`src/lru_register_allocator_top_assert.svh`:
```
// Assertion macros shared by the allocator's top level.
`ifndef LRU_REGISTER_ALLOCATOR_TOP_ASSERT_SVH
`define LRU_REGISTER_ALLOCATOR_TOP_ASSERT_SVH

// Same-cycle implication, clocked on clk and disabled during reset.
`define LRA_ASSERT_IMP(label, ante, cons, msg) \
	label: assert property (@(posedge clk) disable iff (!arst_n) (ante) |-> (cons)) \
		else $error(msg);

// Next-cycle implication, clocked on clk and disabled during reset.
`define LRA_ASSERT_NXT(label, ante, cons, msg) \
	label: assert property (@(posedge clk) disable iff (!arst_n) (ante) |=> (cons)) \
		else $error(msg);

`endif

```
`src/lra_pkg.sv`:
```
// Shared types, codes and constants of the register allocator.
package lra_pkg;

	localparam int DEF_PHYS_REGS    = 64;
	localparam int DEF_LOGICAL_REGS = 256;
	localparam int DEF_AGE_BITS     = 32;

	localparam logic [6:0] PHYS_COUNT_RST = 7'd16;

	// Operation codes.
	localparam logic [4:0] FN_RESET       = 5'd0;
	localparam logic [4:0] FN_ALLOC_STATE = 5'd1;
	localparam logic [4:0] FN_ALLOC_STACK = 5'd2;
	localparam logic [4:0] FN_ALLOC_TEMP  = 5'd3;
	localparam logic [4:0] FN_ALLOC_NAMED = 5'd4;
	localparam logic [4:0] FN_DIRTY       = 5'd5;
	localparam logic [4:0] FN_CLEAN       = 5'd6;
	localparam logic [4:0] FN_TOUCH       = 5'd7;
	localparam logic [4:0] FN_PIN         = 5'd8;
	localparam logic [4:0] FN_UNPIN       = 5'd9;
	localparam logic [4:0] FN_LIVE        = 5'd10;
	localparam logic [4:0] FN_LIVE_NOLOAD = 5'd11;
	localparam logic [4:0] FN_LIVE_STACK  = 5'd12;
	localparam logic [4:0] FN_SPILL       = 5'd13;
	localparam logic [4:0] FN_SPILL_STACK = 5'd14;
	localparam logic [4:0] FN_TRANSFER    = 5'd15;
	localparam logic [4:0] FN_ACQUIRE     = 5'd16;
	localparam logic [4:0] FN_RELEASE     = 5'd17;
	localparam logic [4:0] FN_GET_REAL    = 5'd18;

	// Status codes.
	localparam logic [3:0] ST_OK          = 4'd0;
	localparam logic [3:0] ST_TABLE_FULL  = 4'd1;
	localparam logic [3:0] ST_NO_FREE     = 4'd2;
	localparam logic [3:0] ST_NO_HOME     = 4'd3;
	localparam logic [3:0] ST_NAMED_BUSY  = 4'd4;
	localparam logic [3:0] ST_NAMED_BAD   = 4'd5;
	localparam logic [3:0] ST_NOT_TEMP    = 4'd6;
	localparam logic [3:0] ST_SRC_UNALLOC = 4'd7;
	localparam logic [3:0] ST_DST_ALLOC   = 4'd8;
	localparam logic [3:0] ST_NOT_ALLOC   = 4'd9;
	localparam logic [3:0] ST_DBL_RELEASE = 4'd10;

	// Emitted access kinds and bases.
	localparam logic [1:0] EMIT_NONE  = 2'd0;
	localparam logic [1:0] EMIT_LOAD  = 2'd1;
	localparam logic [1:0] EMIT_STORE = 2'd2;
	localparam logic BASE_STATE = 1'b0;
	localparam logic BASE_STACK = 1'b1;

	// Entry field bits.
	localparam int FL_TEMP  = 0;
	localparam int FL_DIRTY = 1;
	localparam int FL_PIN   = 2;
	localparam int PV_BIT   = 6;
	localparam int HV_BIT   = 16;

	typedef struct packed {
		logic [6:0]  phys;
		logic [16:0] shome;
		logic [16:0] khome;
		logic [2:0]  flags;
	} ent_t;

	typedef enum logic [3:0] {
		CMD_NOP       = 4'd0,
		CMD_LATCH     = 4'd1,
		CMD_SIMPLE    = 4'd2,
		CMD_RDE       = 4'd3,
		CMD_LOADE     = 4'd4,
		CMD_RDSRC     = 4'd5,
		CMD_XFER      = 4'd6,
		CMD_EXEC      = 4'd7,
		CMD_GRAB      = 4'd8,
		CMD_SCAN      = 4'd9,
		CMD_RDV       = 4'd10,
		CMD_SPILLV    = 4'd11,
		CMD_POST      = 4'd12,
		CMD_WB        = 4'd13,
		CMD_EMIT_ST   = 4'd14,
		CMD_EMIT_LAST = 4'd15
	} cmd_t;

	typedef struct packed {
		logic simple;
		logic xfer;
		logic fail;
		logic need_obtain;
		logic grab_ok;
		logic second;
		logic scan_last;
		logic best_vld;
		logic store_pend;
	} sts_t;

endpackage

```
`src/lra_ctrl.sv`:
```
// Sequencing state machine of the register allocator.
module lra_ctrl (
	input  logic          clk,
	input  logic          arst_n,
	input  logic          start,
	output logic          busy,
	input  lra_pkg::sts_t sts,
	output lra_pkg::cmd_t cmd
);
	import lra_pkg::*;

	typedef enum logic [14:0] {
		S_IDLE   = 15'b000000000000001,
		S_CHECK  = 15'b000000000000010,
		S_RDSRC  = 15'b000000000000100,
		S_XFER   = 15'b000000000001000,
		S_LOADE  = 15'b000000000010000,
		S_EXEC   = 15'b000000000100000,
		S_GRAB   = 15'b000000001000000,
		S_SCAN   = 15'b000000010000000,
		S_SCEND  = 15'b000000100000000,
		S_PICK   = 15'b000001000000000,
		S_SPILLV = 15'b000010000000000,
		S_POST   = 15'b000100000000000,
		S_WB     = 15'b001000000000000,
		S_FIN    = 15'b010000000000000,
		S_LAST   = 15'b100000000000000
	} state_t;

	state_t state_q, state_n;

	always_ff @(posedge clk or negedge arst_n) begin
		if (!arst_n) begin
			state_q <= S_IDLE;
		end else begin
			state_q <= state_n;
		end
	end

	always_comb begin
		state_n = state_q;
		cmd     = CMD_NOP;
		case (state_q)
			S_IDLE: begin
				if (start) begin
					cmd     = CMD_LATCH;
					state_n = S_CHECK;
				end
			end
			S_CHECK: begin
				if (sts.simple) begin
					cmd     = CMD_SIMPLE;
					state_n = S_FIN;
				end else begin
					cmd     = CMD_RDE;
					state_n = sts.xfer ? S_RDSRC : S_LOADE;
				end
			end
			S_RDSRC: begin
				cmd     = CMD_RDSRC;
				state_n = S_XFER;
			end
			S_XFER: begin
				cmd     = CMD_XFER;
				state_n = sts.fail ? S_FIN : S_WB;
			end
			S_LOADE: begin
				cmd     = CMD_LOADE;
				state_n = S_EXEC;
			end
			S_EXEC: begin
				cmd = CMD_EXEC;
				if (sts.fail) begin
					state_n = S_FIN;
				end else if (sts.need_obtain) begin
					state_n = S_GRAB;
				end else begin
					state_n = S_WB;
				end
			end
			S_GRAB: begin
				cmd = CMD_GRAB;
				if (sts.grab_ok) begin
					state_n = S_POST;
				end else if (sts.second) begin
					state_n = S_FIN;
				end else begin
					state_n = S_SCAN;
				end
			end
			S_SCAN: begin
				cmd     = CMD_SCAN;
				state_n = sts.scan_last ? S_SCEND : S_SCAN;
			end
			S_SCEND: begin
				state_n = S_PICK;
			end
			S_PICK: begin
				if (sts.best_vld) begin
					cmd     = CMD_RDV;
					state_n = S_SPILLV;
				end else begin
					state_n = S_GRAB;
				end
			end
			S_SPILLV: begin
				cmd     = CMD_SPILLV;
				state_n = sts.fail ? S_FIN : S_GRAB;
			end
			S_POST: begin
				cmd     = CMD_POST;
				state_n = S_WB;
			end
			S_WB: begin
				cmd     = CMD_WB;
				state_n = S_FIN;
			end
			S_FIN: begin
				if (sts.store_pend) begin
					cmd = CMD_EMIT_ST;
				end
				state_n = S_LAST;
			end
			S_LAST: begin
				cmd     = CMD_EMIT_LAST;
				state_n = S_IDLE;
			end
			default: begin
				state_n = S_IDLE;
			end
		endcase
	end

	assign busy = (state_q != S_IDLE);

endmodule

```
`config.mk`:
```
export PLATFORM = sky130hd
export DESIGN_NAME = lra_ctrl
export DESIGN_NICKNAME = d
export VERILOG_FILES = /design/src/lru_register_allocator_top_assert.svh /design/src/lra_pkg.sv /design/src/lra_ctrl.sv
export SDC_FILE = /design/constraint.sdc
export NUM_CORES = 1
export LEC_CHECK = 0
export ABC_CLOCK_PERIOD_IN_PS = 2480
export BUFFER_PORTS_ARGS = -buffer_cell sky130_fd_sc_hd__clkbuf_2
export CORE_UTILIZATION = 53
export DETAILED_ROUTE_END_ITERATION = 10
export GPL_ROUTABILITY_DRIVEN = 0
export MAX_ROUTING_LAYER = met4
export PLACE_DENSITY = 0.84
export SLEW_MARGIN = 10
export SYNTH_ARGS = -nofsm -noshare
export SYNTH_HDL_FRONTEND = slang
export SYNTH_SLANG_ARGS = --single-unit
export TNS_END_PERCENT = 30
```
`constraint.sdc`:
```
create_clock -name clk -period 2.48 [get_ports clk]
set_input_delay 0.248 -clock clk [delete_from_list [all_inputs] [get_ports clk]]
set_output_delay 0.248 -clock clk [all_outputs]
set_load 0.01 [all_outputs]
```
==> results.py <==
metrics = {
    "synth": {
        "synthMostInstantiatedCell": "dfrtp_1",
        "synth.distinct_cells": 42,
        "synth_top_cell_area_share_pct": 33.5,
        "synth-seq-cells": 15,
        "synth-edff-count": 0,
        "synth_top_cells_by_count": "dfrtp_1 (14), nand2_1 (12), nor2_1 (12), nand3_1 (8), a21oi_1 (7)",
        "ys_top_cells_by_area": "dfrtp_1 (33%), nand2_1 (4.3%), nor2_1 (4.3%)",
        "synth_top_flop_cell": "dfrtp_1",
        "synth_cells": 121,
        "avgSynthCellArea_um2": 8.64,
        "yosysSeqAreaShare_pct": 36.0,
        "yosys.area.top_type": "dfrtp_1",
        "syn_nets": 133,
        "synth_async_sr_flop_share_pct": 100,
        "synth_area_um2": 1050,
        "ys_warn_count": 0,
    },
    "place": {
        "post-place-ws_ns": 0.336,
        "dp_hpwl_um": 1810,
        "dp_cells": 155,
        "io_buffers": 16,
    },
    "layout": {
        "syn2layout_area_growth_pct": 13.5,
        "fill_cells": 149,
        "n_antenna_cell": 0,
        "largest_register_ffs": 15,
        "reg.largest.list": "state_q x15",
        "drive_gt1_share_pct": 22.8,
        "finalNonFillerCells": 161,
        "nets": 149,
        "multi_input_area_um2": 637,
        "regArea_um2": 377,
        "final_util_pct": 66.6,
        "regMostFlops": "state_q",
    },
    "routing": {
        "post_drt_wl_per_cell_um": 15.2,
        "drcViolationCount": 0,
        "drt_iter0_drc": 55,
        "drtAntennaViolNets": 0,
        "totalWireLength_um": 2460,
        "viasPerCell": 6.25,
        "first_pass_iters": 4,
        "vias": 1006,
    },
    "clocking": {
        "h-tree-depth": 1,
        "cts_buffers": 3,
        "insertion_delay_ns": 0.29,
        "clkSinkCount": 15,
        "cts.clk_slew.worst_paths_ns": 0.09,
        "clk_path_buf_depth": 2,
        "cts_tree": "done",
        "cts.root.buffer_cell": "clkbuf_4",
    },
    "worst_setup_path": {
        "max_stage_delay_ns": 0.51,
        "reg2reg_slack_ns": 0.39,
        "startpoint": "state_q[13]",
        "crit_type": "flop to output port",
        "cp.arrival_ns": 2.15,
        "worstRegToRegCells": 5,
        "start_kind": "flop",
        "timing.rr.end": "state_q[6]",
        "path_delay_family": "simple AND/OR/NAND/NOR gates",
        "critical_path.cell_chain": "nor4_1 > nand3_2 > or4_4 > nand3_1 > clkbuf_2",
        "required_ns": 2.23,
        "crit_path_top_delay_cell": "dfrtp_1",
        "end_kind": "output port",
        "r2r_start": "state_q[13]",
        "crit_fanout": 8,
        "path_buf_inv": 1,
    },
    "timing": {
        "max_freq_mhz": 417,
        "worst_slew_pin_slew_ns": 0.454,
        "fin_skew_ns": 0.00461,
        "setup_violations": 0,
        "finalHoldViolCount": 0,
        "fin_ws_ns": 0.0835,
        "slew_viol_final": 0,
        "fin_crit_sh_pct": 96.6,
        "slew_headroom_pct": 69.4,
        "period_needed_ns": 2.40,
        "setup_tns_ns": 0,
    },
    "hold_path": {
        "hold-path-endpoint": "state_q[4]",
        "hp-class": "input pin to flop",
        "worstHoldStart": "sts[7]",
        "hold_path_depth": 2,
    },
    "floorplanning": {
        "die_w_um": 46.4,
        "die_h_um": 46.4,
        "core_um2": 1780,
        "rows": 15,
        "dieArea_um2": 2160,
        "start_util_pct": 58.7,
        "io_pins": 17,
    },
    "global_routing": {
        "grt_pass1_wl_um": 3710,
        "grt_pass1_vias": 854,
        "grt_overflow": 0,
        "grt_max_degree": 16,
        "antenna_found_initial": 0,
        "grt_util_all_layers_pct": 25.9,
    },
    "power": {
        "p_total_w": 0.000806,
        "power.leakage_nw": 0.553,
        "p_per_area_nw_per_um2": 679,
        "vdd_ir_drop_max_v": 0.000397,
    },
    "run": {
        "cap_violations": 0,
    },
    "status": {
        "status": "complete, no violations",
    },
}
-- worst reg2reg max path, delay by kind of cell, from the launching register on --
kind | cells | cell delay (ns)
AND/OR/NAND/NOR | 3 | 1.14
flip-flops | 1 | 0.51
AO/OA/AOI/OAI | 2 | 0.36
-- worst max-delay path by stage --
| stage | end | depth (start not counted) |
|---|---|---|
| 3_3_place_gp | cmd[0] | 6 |
| 4_1_cts | cmd[3] | 6 |
| 2_1_floorplan | cmd[1] | 6 |
| 6_report | cmd[0] | 5 |
| 3_5_place_dp | cmd[0] | 6 |
| 5_1_grt | cmd[0] | 5 |
-- metal layers --
| layer | vias up | GRT usage, % | share of wire (%) |
|---|---|---|---|
| met4 | 0 | 12.4 | 1.8 |
| met1 | 458 | 33.5 | 42 |
| met5 | - | - | 0 |
| met3 | 5 | 4.71 | 11 |
| met2 | 63 | 38.6 | 46 |
| li1 | 480 | - | - |
-- kinds of logic after synthesis --
group	count (synthesis)	share of synthesized area [%]
and+or+nand+nor	67	39.1
AOI/OAI and AO/OA	21	13.8
DFF	15	36.0
buffers and inverters	11	5.14
xor gates and xnor gates	6	5.02
muxes	1	0.957
-- cells in the final DEF (no fill, tap or decap), types with 4 or more instances in the layout --
cell type  synthesis  final
xor2_1             4      4
a21oi_1            7      7
nor3_1             6      6
nor4_1             6      4
nand2_1           12     12
clkbuf_2           1     16
dfrtp_1           14     14
nand3_1            8      8
nor2_1            12     12
-- timing repair --
item / 4_1_cts / 5_1_grt
endpoints found under the setup margin: 1 / 5
setup buffers: 0 / 1
resized for setup: 1 / 2
pin swaps: 0 / 2
hold buffers: 1 / 0
hold endpoints to repair: 14 / 0
-- area by class of cell --
type | count | share of cell area (%)
clock buffer | 4 | 2.21
inverter | 3 | 0.948
multi-input combinational | 95 | 53.6
sequential | 15 | 31.7
tap | 25 | 2.63
timing repair buffer | 19 | 8.85
-- metrics by stage --
step           cell area, um^2  hold WS, ns
4_1_cts                   1160       0.0991
2_1_floorplan             1050      -0.0476
5_1_grt                   1190        0.105
6_report                  1190        0.104
3_3_place_gp              1120        0.180
3_5_place_dp              1120        0.182
-- where the power goes --
part	switching, W	internal, W	total (W)
Combinational	0.000206	0.000142	0.000349
Sequential	0.0000434	0.000273	0.000316
Clock	0.0000789	0.0000626	0.000142
Total	0.000329	0.000478	0.000806
Power figures use the tool's default switching activity.
